[src/rtl/core/nsc_pkg.sv]
// ----------------------------------------------------------------------------
// nsc_pkg
// Shared types and constants for the nearest-seed colour lookup core.
// ----------------------------------------------------------------------------
package nsc_pkg;

  // fixed field widths
  localparam int SLOT_W  = 11;
  localparam int COORD_W = 12;
  localparam int COUNT_W = 12;
  localparam int CHAN_W  = 8;
  localparam int COL_W   = 3 * CHAN_W;
  localparam int DIST_W  = 25;
  localparam int EXT_W   = 17;   // holds any slot count up to 65536

  // parameter defaults
  localparam int NUM_SEEDS_DEF  = 2048;
  localparam int COORD_BITS_DEF = 12;

  localparam logic [COUNT_W-1:0] SEED_COUNT_RST = 12'd1600;

  // command codes
  localparam logic CMD_LOAD  = 1'b0;
  localparam logic CMD_QUERY = 1'b1;

  typedef enum logic [1:0] {
    ST_IDLE,
    ST_SCAN,
    ST_DRAIN,
    ST_PUSH
  } nsc_state_t;

  // control that travels with each slot read through the distance pipe
  typedef struct packed {
    logic vld;
    logic first;
    logic last;
  } scan_ctl_t;

endpackage

[src/rtl/core/nsc_dist_cmp.sv]
// ----------------------------------------------------------------------------
// nsc_dist_cmp
// Squared-distance pipe and running minimum over the scanned slots.
// ----------------------------------------------------------------------------
module nsc_dist_cmp #(
  parameter int AW = 11,
  parameter int CW = 12,
  parameter int DW = 25
) (
  input  logic                        clk,
  input  logic                        rst,
  input  nsc_pkg::scan_ctl_t          ctl_in,
  input  logic [AW-1:0]               idx_in,
  input  logic [CW-1:0]               qx,
  input  logic [CW-1:0]               qy,
  input  logic [2*CW-1:0]             pos_in,
  input  logic [nsc_pkg::COL_W-1:0]   col_in,
  output logic                        done,
  output logic [AW-1:0]               best_idx,
  output logic [DW-1:0]               best_dist,
  output logic [nsc_pkg::COL_W-1:0]   best_col
);

  logic [CW-1:0]             px, py, dx, dy;
  nsc_pkg::scan_ctl_t        s1_ctl;
  logic [AW-1:0]             s1_idx;
  logic [2*CW-1:0]           s1_sqx, s1_sqy;
  logic [nsc_pkg::COL_W-1:0] s1_col;
  logic [DW-1:0]             sum;

  // position word is {row, column}
  assign px = pos_in[CW-1:0];
  assign py = pos_in[2*CW-1:CW];

  always_comb begin
    dx = (qx >= px) ? qx - px : px - qx;
    dy = (qy >= py) ? qy - py : py - qy;
  end

  always_ff @(posedge clk) begin
    if (rst) begin
      s1_ctl <= '0;
    end else begin
      s1_ctl <= ctl_in;
    end
  end

  always_ff @(posedge clk) begin
    s1_idx <= idx_in;
    s1_sqx <= dx * dx;
    s1_sqy <= dy * dy;
    s1_col <= col_in;
  end

  assign sum = DW'(s1_sqx) + DW'(s1_sqy);

  // strict less-than keeps the lowest slot on ties
  always_ff @(posedge clk) begin
    if (s1_ctl.vld && (s1_ctl.first || sum < best_dist)) begin
      best_dist <= sum;
      best_idx  <= s1_idx;
      best_col  <= s1_col;
    end
  end

  always_ff @(posedge clk) begin
    if (rst) begin
      done <= 1'b0;
    end else begin
      done <= s1_ctl.vld && s1_ctl.last;
    end
  end

endmodule

[config.mk]
export PLATFORM = sky130hd
export DESIGN_NAME = nsc_dist_cmp
export DESIGN_NICKNAME = d
export VERILOG_FILES = /design/src/rtl/core/nsc_pkg.sv /design/src/rtl/core/nsc_dist_cmp.sv
export SDC_FILE = /design/constraint.sdc
export NUM_CORES = 1
export LEC_CHECK = 0
export CORE_ASPECT_RATIO = 0.8
export CORE_MARGIN = 5
export CORE_UTILIZATION = 55
export DETAILED_ROUTE_END_ITERATION = 7
export DONT_BUFFER_PORTS = 1
export PLACE_DENSITY = 0.7
export SLEW_MARGIN = 20
export SYNTH_ARGS = -nofsm -noshare
export SYNTH_HDL_FRONTEND = slang
export SYNTH_SLANG_ARGS = --single-unit
[constraint.sdc]
create_clock -name clk -period 9.68 [get_ports clk]
set_input_delay 1.452 -clock clk [delete_from_list [all_inputs] [get_ports clk]]
set_output_delay 1.452 -clock clk [all_outputs]
set_load 0.02 [all_outputs]
Word-level counts from Yosys, hierarchy flattened
Cells that the tools add are included.
{"block": "classes", "magnitude_cmp": 3, "n_mux": 2, "reduce_logical": 3, "addsub": 5, "multipliers": 2}
{"op": "12-bit by 12-bit multiplier with 24-bit output", "count": 2}
{"op": "12-bit subtractor", "count": 4}
{"op": "24-bit by 24-bit adder with 25-bit output", "count": 1}
{"op": "25-bit less-than comparator", "count": 1}
{"op": "12-bit >= comparator", "count": 2}
{"op": "12-bit two-way mux", "count": 2}
{"op": "1-bit logical AND", "count": 2}
{"op": "1-bit logical OR", "count": 1}
{"block": "totals", "register_bits": 147, "input_bits": 88, "wordCells": 26}

Longest topological paths before layout
Gate-level depths: netlist (run 1).
{"block": "depth", "word_depth": 4, "ltp_mapped": 33}

Least setup slack after synthesis (run 1)
Ideal clock, no wire load.
{"block": "synth_timing", "path_kind": "input to register", "startpoint": "input qx[0]", "endpoint": "register s1_sqx[23]", "cell_stages": 32, "arrival_time_ns": 8.505, "slack_ns": 1.103, "setup_ns": 0.072, "path_buffers": 2, "required_time_ns": 9.608, "path_cell_list": "inv_1 ha_1 inv_1 fa_1 nand3_1 a311oi_1 a2111oi_2 o21a_1 buf_6 mux2i_1 o2111ai_1 nand3_1 clkbuf_1 nor2_1 fa_1 inv_1 fa_1 inv_1 fa_1 fa_1 inv_1 fa_1 inv_1 ha_1 a21o_1 a21oi_1 o211ai_1 a21oi_1 nor3_1 o31a_1 a31oi_1 xnor2_1"}
{"block": "synth_via", "elab_chain_len": 3, "elab_cells_between_ends": 5}
{"item": "from (decl)", "line_no": "nsc_dist_cmp.sv:14", "text": "input logic [CW-1:0] qx,"}
{"item": "12-bit subtractor or 12-bit >= comparator (tied branches)", "line_no": "nsc_dist_cmp.sv:36", "text": "dx = (qx >= px) ? qx - px : px - qx;"}
{"item": "12-bit two-way mux (*)", "line_no": "nsc_dist_cmp.sv:36"}
{"item": "12-bit by 12-bit multiplier with 24-bit output (*)", "line_no": "nsc_dist_cmp.sv:50", "text": "s1_sqx <= dx * dx;"}
{"item": "to (signal assigned)", "line_no": "nsc_dist_cmp.sv:50"}
{"item": "to (decl)", "line_no": "nsc_dist_cmp.sv:27", "text": "logic [2*CW-1:0] s1_sqx, s1_sqy;"}
Every way passes the cells marked *; elsewhere a longest branch is shown, timed or not.
A chain may end at the register's enable or synchronous reset.

Final worst setup path (run 1)
{"block": "layout_timing", "startpoint": "input qy[0]", "endpoint": "register s1_sqy[23]"}
{"block": "layout_via", "elab_chain_len": 3, "elab_cells_between_ends": 5}
{"item": "from (decl)", "line_no": "nsc_dist_cmp.sv:15", "text": "input logic [CW-1:0] qy,"}
{"item": "12-bit subtractor or 12-bit >= comparator (tied branches)", "line_no": "nsc_dist_cmp.sv:37", "text": "dy = (qy >= py) ? qy - py : py - qy;"}
{"item": "12-bit two-way mux (*)", "line_no": "nsc_dist_cmp.sv:37"}
{"item": "12-bit by 12-bit multiplier with 24-bit output (*)", "line_no": "nsc_dist_cmp.sv:51", "text": "s1_sqy <= dy * dy;"}
{"item": "to (signal assigned)", "line_no": "nsc_dist_cmp.sv:51"}
{"item": "to (decl)", "line_no": "nsc_dist_cmp.sv:27"}
Marked as above.

==> results.yml, run 1 <==
outcome:
  outcome: "finished, final reports clean"
grt:
  number_of_global_route_vias_before_repair: 10406
  initial_antenna_violation_count: 0
  met2_usage_grt: 0.304
  groute.layer.met3.usage: 0.0527
  overflow: 0
  grtUsageTotal: 0.198
  grt_first_pass_wirelength_mm: 49.5
  top_usage_layer: "met2"
  gr-usage-met1: 0.284
  pin_count_of_the_biggest_net_entering_global_routing: 61
cells_and_area:
  antennaDiodeCount: 0
  num-nets-final: 2019
  area_growth_pct: 6.89
  layout_common_cells: "334 x sky130_fd_sc_hd__inv_1, 205 x sky130_fd_sc_hd__ha_1, 164 x sky130_fd_sc_hd__fa_1"
  utilization: 0.598
  post_layout_cell_count: 1932
  fraction_of_layout_cells_with_a_size_suffix_above_1: 0.0673
  multi_input_comb_area_um2: 9830
  fillers: 2303
  register_cell_area_after_layout_um2: 3500
  layout_commonest_cell: "sky130_fd_sc_hd__inv_1"
setup_path:
  worst_ep_arrival_time_ns: 9.27
  cp_data_required_time_ns: 9.98
  cpMostUsedCell: "sky130_fd_sc_hd__inv_1"
  critPathKind: "in -> reg"
  reg2reg_slack_ns: 4.07
  crit_fanout: 12
  critPathLaunchType: "input port"
  worst_path_max_delay_cell: "sky130_fd_sc_hd__fa_1"
  timing.rr.start: "s1_sqy[3]"
  timing.critical_path.buf_inv: 7
  crit_family: "adder cells"
  regToRegEndpoint: "best_col[1]"
  ff2ff_path_depth: 17
  worst_setup_end_kind: "flip-flop"
  worst_path_largest_cell_delay_ns: 0.54
route:
  remaining_drc_errors: 0
  num_vias: 10288
  wl_per_instance_um: 14.9
  dr.pass1.iters: 5
  drt_first_iter_violations: 671
  antenna_left: 0
  drt-vias-per-instance: 5.33
  wl_mm: 28.8
sta:
  final-max-slew-violation-count: 0
  timing.max_slew.rel_slack: 0.370
  worst_hold_slack_ns: 0.403
  fin_crit_sh: 0.926
  rsz_0062_raised_after_global_routing: "false"
  timing.clock.skew_ns: 0.0196
  final-hold-violation-count: 0
  final_period_minus_worst_setup_slack_ns: 8.97
  tightest_slew_ns: 0.938
  fmaxAchievable_mhz: 112
  setup_violating_endpoint_count_in_the_final_report: 0
  final.setup.tns_ns: 0
floorplan:
  num_io_pins: 149
  floorplan.initialDensity: 0.560
  die_area_um2: 30300
  rows: 53
  core_um2: 26400
  die_extent_in_x_um: 193
  die_y_um: 157
hold_path:
  holdCritStartpoint: "s1_col[10]"
  destination_of_the_worst_hold_path: "best_col[10]"
  whs_path_depth: 0
  min_path_type: "reg -> reg"
yosys:
  synth-warning-count: 0
  synth_cells: 1547
  ys_types: 71
  ys_seq_area_frac: 0.237
  post_synth_instance_area_um2: 14800
  postSynth.topFlopCell: "sky130_fd_sc_hd__dfxtp_1"
  number_of_flops_mapped_to_enable_cells_by_yosys: 60
  synthesis.nets: 2004
  synth-seq-cells: 145
  synth_area_per_cell_um2: 9.55
  synthArstFlopShare: 0
clocking:
  cts_num_sinks: 145
  clk_transition_reported_paths_ns: 0.06
  cts_resized: 0
  cts_inserted_buffers: 17
  cts.hold.buffers_added: 0
  clk-insertion-delay-late_ns: 0.43
  postCtsSetupBuffers: 0
  ctsLongestPathBuffers: 2
  cts_root_buf: "sky130_fd_sc_hd__clkbuf_16"
  clock_tree_from_tritoncts: "done"
  cts_htree_levels: 4
placement:
  numPlacedInstances: 1900
  buffer_ports.inserted: 0
  gp_routability_congestion: 0.956
  place.detailed.hpwl_mm: 24.2
run:
  max_cap_violations: 0
through the flow:
stage,instance area [µm²],worst slack [ns]
after global placement,15200,0.490
after CTS,15800,0.748
final,15800,0.713
after floorplan,14800,1.10
after global routing,15800,0.190
after detailed placement,15200,0.326
synth_stat cells, types with 12 or more instances:
| master | number | area share |
|---|---|---|
| sky130_fd_sc_hd__a21oi_1 | 77 | 0.026 |
| sky130_fd_sc_hd__dfxtp_1 | 85 | 0.12 |
| sky130_fd_sc_hd__clkbuf_1 | 12 | 0.0030 |
| sky130_fd_sc_hd__mux2i_1 | 13 | 0.0088 |
| sky130_fd_sc_hd__fa_1 | 164 | 0.22 |
| sky130_fd_sc_hd__nand3_1 | 19 | 0.0064 |
| sky130_fd_sc_hd__o21ai_0 | 37 | 0.013 |
| sky130_fd_sc_hd__or2_2 | 13 | 0.0055 |
| sky130_fd_sc_hd__inv_1 | 334 | 0.085 |
| sky130_fd_sc_hd__nor3_1 | 17 | 0.0058 |
| sky130_fd_sc_hd__edfxtp_1 | 60 | 0.12 |
| sky130_fd_sc_hd__nand2_1 | 76 | 0.019 |
| sky130_fd_sc_hd__and3_1 | 12 | 0.0051 |
| sky130_fd_sc_hd__nor2_1 | 132 | 0.034 |
| sky130_fd_sc_hd__a21o_1 | 37 | 0.019 |
| sky130_fd_sc_hd__xnor2_1 | 57 | 0.034 |
| sky130_fd_sc_hd__ha_1 | 205 | 0.17 |
| sky130_fd_sc_hd__xor2_1 | 21 | 0.012 |
| sky130_fd_sc_hd__nand2b_1 | 20 | 0.0085 |
| sky130_fd_sc_hd__inv_2 | 15 | 0.0038 |
worst register-to-register path, stage by stage (launching register included):
cell and delay [ns]:
sky130_fd_sc_hd__dfxtp_1 0.32, sky130_fd_sc_hd__ha_1 0.30, sky130_fd_sc_hd__a21o_1 0.14, sky130_fd_sc_hd__a21oi_1 0.12, sky130_fd_sc_hd__nor4bb_1 0.48, sky130_fd_sc_hd__o21ai_0 0.34, sky130_fd_sc_hd__a21oi_1 0.37, sky130_fd_sc_hd__nor3_1 0.13
sky130_fd_sc_hd__o41ai_1 0.69, sky130_fd_sc_hd__a21oi_1 0.19, sky130_fd_sc_hd__xnor2_1 0.31, sky130_fd_sc_hd__ha_1 0.31, sky130_fd_sc_hd__a21o_1 0.17, sky130_fd_sc_hd__a21o_1 0.17, sky130_fd_sc_hd__a211oi_1 0.22, sky130_fd_sc_hd__o21ai_0 0.15
sky130_fd_sc_hd__a21oi_4 0.13, sky130_fd_sc_hd__buf_4 0.61
registers in the layout (all words and copies together) (netlist names):
register   cells
s1_col        24
best_idx      11
s1_ctl         3
s1_sqy        23
best_dist     25
s1_sqx        23
best_col      24
done           1
s1_idx        11
cells by family after synthesis:
family,Yosys count,synth area share
AOI/OAI and AO/OA,226,0.101
buffers and inverters,373,0.0986
adders and majority gates,369,0.396
muxes,18,0.0129
DFF,145,0.237
and+or+nand+nor,337,0.107
xor gates and xnor gates,79,0.0481
worst max path at each step:
stage / from / endpoint / depth (start not counted)
after floorplan: qx[0] / s1_sqx[23] / 32
after CTS: qy[0] / s1_sqy[23] / 30
after detailed placement: qy[0] / s1_sqy[23] / 33
after global routing: qy[0] / s1_sqy[23] / 33
after global placement: qy[0] / s1_sqy[23] / 33
final: qy[0] / s1_sqy[23] / 33
layer usage:
| metal | wire length [µm] | share of wire | vias up |
|---|---|---|---|
| li1 | - | - | 4995 |
| met1 | 13800 | 0.48 | 4971 |
| met2 | 12500 | 0.44 | 301 |
| met3 | 2130 | 0.074 | 21 |
| met4 | 332 | 0.012 | 0 |
| met5 | 0 | 0 | - |
final cells by class:
class / count / area share
Multi-Input combinational cell: 1029 / 0.622
Sequential cell: 145 / 0.222
Inverter: 349 / 0.0829
Clock inverter: 14 / 0.00808
Clock buffer: 18 / 0.0272
Tap cell: 357 / 0.0283
Timing Repair Buffer: 20 / 0.00951
Power of run 1 is left out: the tool's default activity adds up to more than one toggle a clock period on the data nets, which glitch-free logic cannot reach.
==> run 2, diff against run 1 <==
Settings changed: CORE_ASPECT_RATIO 0.8 to 0.9.
==> run 2 against run 1 <==
- die area hardly changed
- critical path depth fell by 1
- hold slack about the same
- clock-buffer cell count shrank 1
- register-to-register slack got worse by 0.12 ns
- non-clock buffer count shrank 2
- flip-flop and latch count unchanged
- critical path type unchanged
- critical endpoint unchanged
==> results.yml, run 2 (synthesis gave the netlist of run 1 again) <==
outcome:
  outcome: "finished, final reports clean"
clocking:
  cts_htree_levels: 4
  cts_inserted_buffers: 17
  clk-insertion-delay-late_ns: 0.43
  cts.hold.buffers_added: 0
  cts_num_sinks: 145
  cts_resized: 0
  clk_transition_reported_paths_ns: 0.06
  postCtsSetupBuffers: 0
  cts_root_buf: "sky130_fd_sc_hd__clkbuf_16"
  clock_tree_from_tritoncts: "done"
  ctsLongestPathBuffers: 2
setup_path:
  cpMostUsedCell: "sky130_fd_sc_hd__inv_1"
  worst_setup_end_kind: "flip-flop"
  worst_ep_arrival_time_ns: 9.36
  worst_path_max_delay_cell: "sky130_fd_sc_hd__fa_1"
  critPathKind: "in -> reg"
  crit_fanout: 12
  critPathLaunchType: "input port"
  cp_data_required_time_ns: 9.99
  worst_path_largest_cell_delay_ns: 0.53
cells_and_area:
  antennaDiodeCount: 0
  register_cell_area_after_layout_um2: 3500
  largest_register_ff_count: 25
  largest_registers: "best_dist (25), best_col (24), s1_col (24)"
  num-nets-final: 2017
  fillers: 2289
  multi_input_comb_area_um2: 9830
  layout_common_cells: "334 x sky130_fd_sc_hd__inv_1, 205 x sky130_fd_sc_hd__ha_1, 164 x sky130_fd_sc_hd__fa_1"
  fraction_of_layout_cells_with_a_size_suffix_above_1: 0.0680
  largest-register: "best_dist"
  area_growth_pct: 7.00
  layout_commonest_cell: "sky130_fd_sc_hd__inv_1"
route:
  remaining_drc_errors: 0
  dr.pass1.iters: 5
  antenna_left: 0
  drt-vias-per-instance: 5.32
  num_vias: 10256
  wl_mm: 28.3
  wl_per_instance_um: 14.7
  drt_first_iter_violations: 570
sta:
  final_period_minus_worst_setup_slack_ns: 9.04
  tightest_slew_ns: 0.807
  fmaxAchievable_mhz: 111
  final.setup.tns_ns: 0
  final-max-slew-violation-count: 0
  timing.max_slew.rel_slack: 0.455
  rsz_0062_raised_after_global_routing: "false"
  fin_crit_sh: 0.934
  timing.clock.skew_ns: 0.0121
  final-hold-violation-count: 0
  setup_violating_endpoint_count_in_the_final_report: 0
placement:
  gp_routability_congestion: 0.912
  place.detailed.hpwl_mm: 23.7
  buffer_ports.inserted: 0
floorplan:
  core_um2: 26700
  die_extent_in_x_um: 183
  die_y_um: 165
  floorplan.initialDensity: 0.552
  rows: 57
  num_io_pins: 149
  die_area_um2: 30200
grt:
  overflow: 0
  pin_count_of_the_biggest_net_entering_global_routing: 56
  grtUsageTotal: 0.194
  grt_first_pass_wirelength_mm: 48.2
  number_of_global_route_vias_before_repair: 10376
  initial_antenna_violation_count: 0
run:
  max_cap_violations: 0
hold_path:
  min_path_type: "reg -> reg"
## run 2: worst paths after layout
path,startpoint,to,slack (ns),cells past startpoint
max,qy[0],s1_sqy[23],0.64,32
min,s1_idx[5],best_idx[5],0.40,0
max reg2reg,s1_sqy[3],best_dist[2],3.95,17
min reg2reg,s1_idx[5],best_idx[5],0.40,0
## run 2: worst max-delay path, delay by kind of cell
kind	cells	cell delay [ns]
compound gates	10	2.46
xor+xnor	1	0.15
fa+ha+maj	8	3.12
buf+inv	6	0.30
mux	1	0.29
simple gates	6	1.55
## run 2: metrics by stage
| stage | setup slack [ns] | utilization | hold WS [ns] | instance area, µm² | instances |
|---|---|---|---|---|---|
| 6_report | 0.635 | 0.591 | 0.403 | 15800 | 1927 |
| 5_1_grt | 0.155 | 0.591 | 0.409 | 15800 | 1927 |
| 4_1_cts | 0.758 | 0.591 | 0.403 | 15800 | 1927 |
| 3_5_place_dp | 0.325 | 0.569 | 0.389 | 15200 | 1895 |
| 3_3_place_gp | 0.559 | 0.569 | 0.386 | 15200 | 1895 |
| 2_1_floorplan | 1.10 | - | 0.386 | 14800 | 1547 |
## run 2: final cells by class
class	instances	area share
clock buffers	17	0.0269
flip-flops and latches	145	0.222
multi-input cells	1029	0.622
inverters	349	0.0829
repair buffers	18	0.00855
clock inverters	15	0.0105
well taps	354	0.0280
## run 2: per-layer routing
metal | wire (µm) | vias up | global-route usage
li1 | - | 4988 | -
met1 | 13300 | 5008 | 0.268
met2 | 13100 | 248 | 0.322
met3 | 1770 | 12 | 0.0405
met4 | 180 | 0 | 0.0352
met5 | 0 | - | 0
Power of run 2 is left out for the same reason.
==> run 3, diff against run 2 <==
Settings changed: CELL_PAD_IN_SITES_DETAIL_PLACEMENT from default to 1, CELL_PAD_IN_SITES_GLOBAL_PLACEMENT from default to 1, CORE_UTILIZATION 55 to 51, PLACE_DENSITY 0.7 to default, PLACE_DENSITY_LB_ADDON from default to 0.1.
==> run 3 against run 2 <==
- global-route usage rose by 1.0 points
- first-iteration DRC count fell by 36%
- clock-buffer cell count did not move
- worst setup slack improved by 0.062 ns
- maximum frequency rose by 0.69%
- via count rose by 0.65%
- critical path depth did not move
- core utilization fell by 3.9 points
- hold slack got worse by 0.0032 ns
- final cell count rose by 0.62%
- routed wire length rose by 14%
==> results.yml, run 3 (synthesis gave the netlist of run 1 again) <==
setup_path:
  critPathKind: "in -> reg"
  timing.critical_path.from: "qy[0]"
  worst_path_largest_cell_delay_ns: 0.54
  critPathLaunchType: "input port"
  crit_fanout: 12
  reg2reg_slack_ns: 3.75
  worst_ep_arrival_time_ns: 9.31
  crit_family: "adder cells"
  worst_setup_end_kind: "flip-flop"
  cpMostUsedCell: "sky130_fd_sc_hd__inv_1"
  timing.critical_path.buf_inv: 6
  timing.rr.start: "s1_sqy[3]"
  ff2ff_path_depth: 17
  cp_data_required_time_ns: 10.01
  worst_path_max_delay_cell: "sky130_fd_sc_hd__fa_1"
  regToRegEndpoint: "best_col[9]"
grt:
  initial_antenna_violation_count: 0
  pin_count_of_the_biggest_net_entering_global_routing: 55
  number_of_global_route_vias_before_repair: 11239
  overflow: 0
  grtUsageTotal: 0.204
  grt_first_pass_wirelength_mm: 54.1
clocking:
  cts_htree_levels: 4
  clock_tree_from_tritoncts: "done"
  cts.hold.buffers_added: 0
  cts_root_buf: "sky130_fd_sc_hd__clkbuf_16"
  clk-insertion-delay-late_ns: 0.43
  clk_transition_reported_paths_ns: 0.07
  cts_inserted_buffers: 17
  cts_num_sinks: 145
  cts_resized: 0
  postCtsSetupBuffers: 0
  ctsLongestPathBuffers: 2
placement:
  place.detailed.hpwl_mm: 27.1
  gp_routability_congestion: 0.857
  buffer_ports.inserted: 0
sta:
  tightest_slew_ns: 0.851
  timing.clock.skew_ns: 0.0156
  timing.max_slew.rel_slack: 0.430
  final-hold-violation-count: 0
  final-max-slew-violation-count: 0
  rsz_0062_raised_after_global_routing: "false"
  fin_crit_sh: 0.928
  final.setup.tns_ns: 0
  fmaxAchievable_mhz: 111
  final_period_minus_worst_setup_slack_ns: 8.98
  setup_violating_endpoint_count_in_the_final_report: 0
hold_path:
  min_path_type: "reg -> reg"
  holdCritStartpoint: "s1_idx[3]"
  whs_path_depth: 0
  destination_of_the_worst_hold_path: "best_idx[3]"
cells_and_area:
  multi_input_comb_area_um2: 9830
  num-nets-final: 2017
  antennaDiodeCount: 0
  layout_common_cells: "334 x sky130_fd_sc_hd__inv_1, 205 x sky130_fd_sc_hd__ha_1, 164 x sky130_fd_sc_hd__fa_1"
  layout_commonest_cell: "sky130_fd_sc_hd__inv_1"
  largest_registers: "best_dist (25), best_col (24), s1_col (24)"
  fillers: 3220
  largest-register: "best_dist"
  fraction_of_layout_cells_with_a_size_suffix_above_1: 0.0687
  register_cell_area_after_layout_um2: 3500
  area_growth_pct: 7.27
  largest_register_ff_count: 25
route:
  drt-vias-per-instance: 5.32
  wl_mm: 32.2
  dr.pass1.iters: 4
  remaining_drc_errors: 0
  num_vias: 10323
  antenna_left: 0
  drt_first_iter_violations: 364
  wl_per_instance_um: 16.6
floorplan:
  die_area_um2: 32500
  core_um2: 28700
  floorplan.initialDensity: 0.515
  die_y_um: 171
  die_extent_in_x_um: 189
  rows: 59
  num_io_pins: 149
outcome:
  outcome: "finished, final reports clean"
run:
  max_cap_violations: 0
-- run 3: cell types whose count changed in the layout (fill, tap and decap cells not counted), sizes merged --
cell	delta
clkinv	+3
clkinvlp	-1
inv	-1
bufinv	-1
-- run 3: layer usage --
layer | up-vias | part of all wire | routed length, µm | global-route usage
li1 | 4990 | - | - | -
met1 | 5136 | 0.47 | 15000 | 0.276
met2 | 179 | 0.49 | 15600 | 0.356
met3 | 18 | 0.041 | 1310 | 0.0353
met4 | 0 | 0.0055 | 176 | 0.0318
met5 | - | 0 | 0 | 0
-- run 3: cell type report --
class	count	area share
well taps	366	0.0289
clock inverters	15	0.0115
inverters	349	0.0827
clock buffers	17	0.0268
repair buffers	18	0.00853
flip-flops and latches	145	0.221
multi-input cells	1029	0.621
-- run 3: per-stage QoR --
| stage | instance area (µm²) | util | setup WS [ns] | hold WS, ns | std cells |
|---|---|---|---|---|---|
| floorplan | 14800 | - | 1.10 | 0.386 | 1547 |
| global placement | 15200 | 0.531 | 0.455 | 0.386 | 1907 |
| detailed placement | 15200 | 0.531 | 0.214 | 0.390 | 1907 |
| CTS | 15800 | 0.552 | 0.653 | 0.400 | 1939 |
| global route | 15800 | 0.552 | 0.165 | 0.402 | 1939 |
| finish | 15800 | 0.552 | 0.697 | 0.399 | 1939 |
-- run 3: worst max-delay path by stage --
stage,to,cells after the start
floorplan,s1_sqx[23],32
global placement,s1_sqy[23],32
detailed placement,s1_sqy[23],32
CTS,s1_sqy[23],32
global route,s1_sqx[23],30
finish,s1_sqy[23],32
Power of run 3 is left out for the same reason.
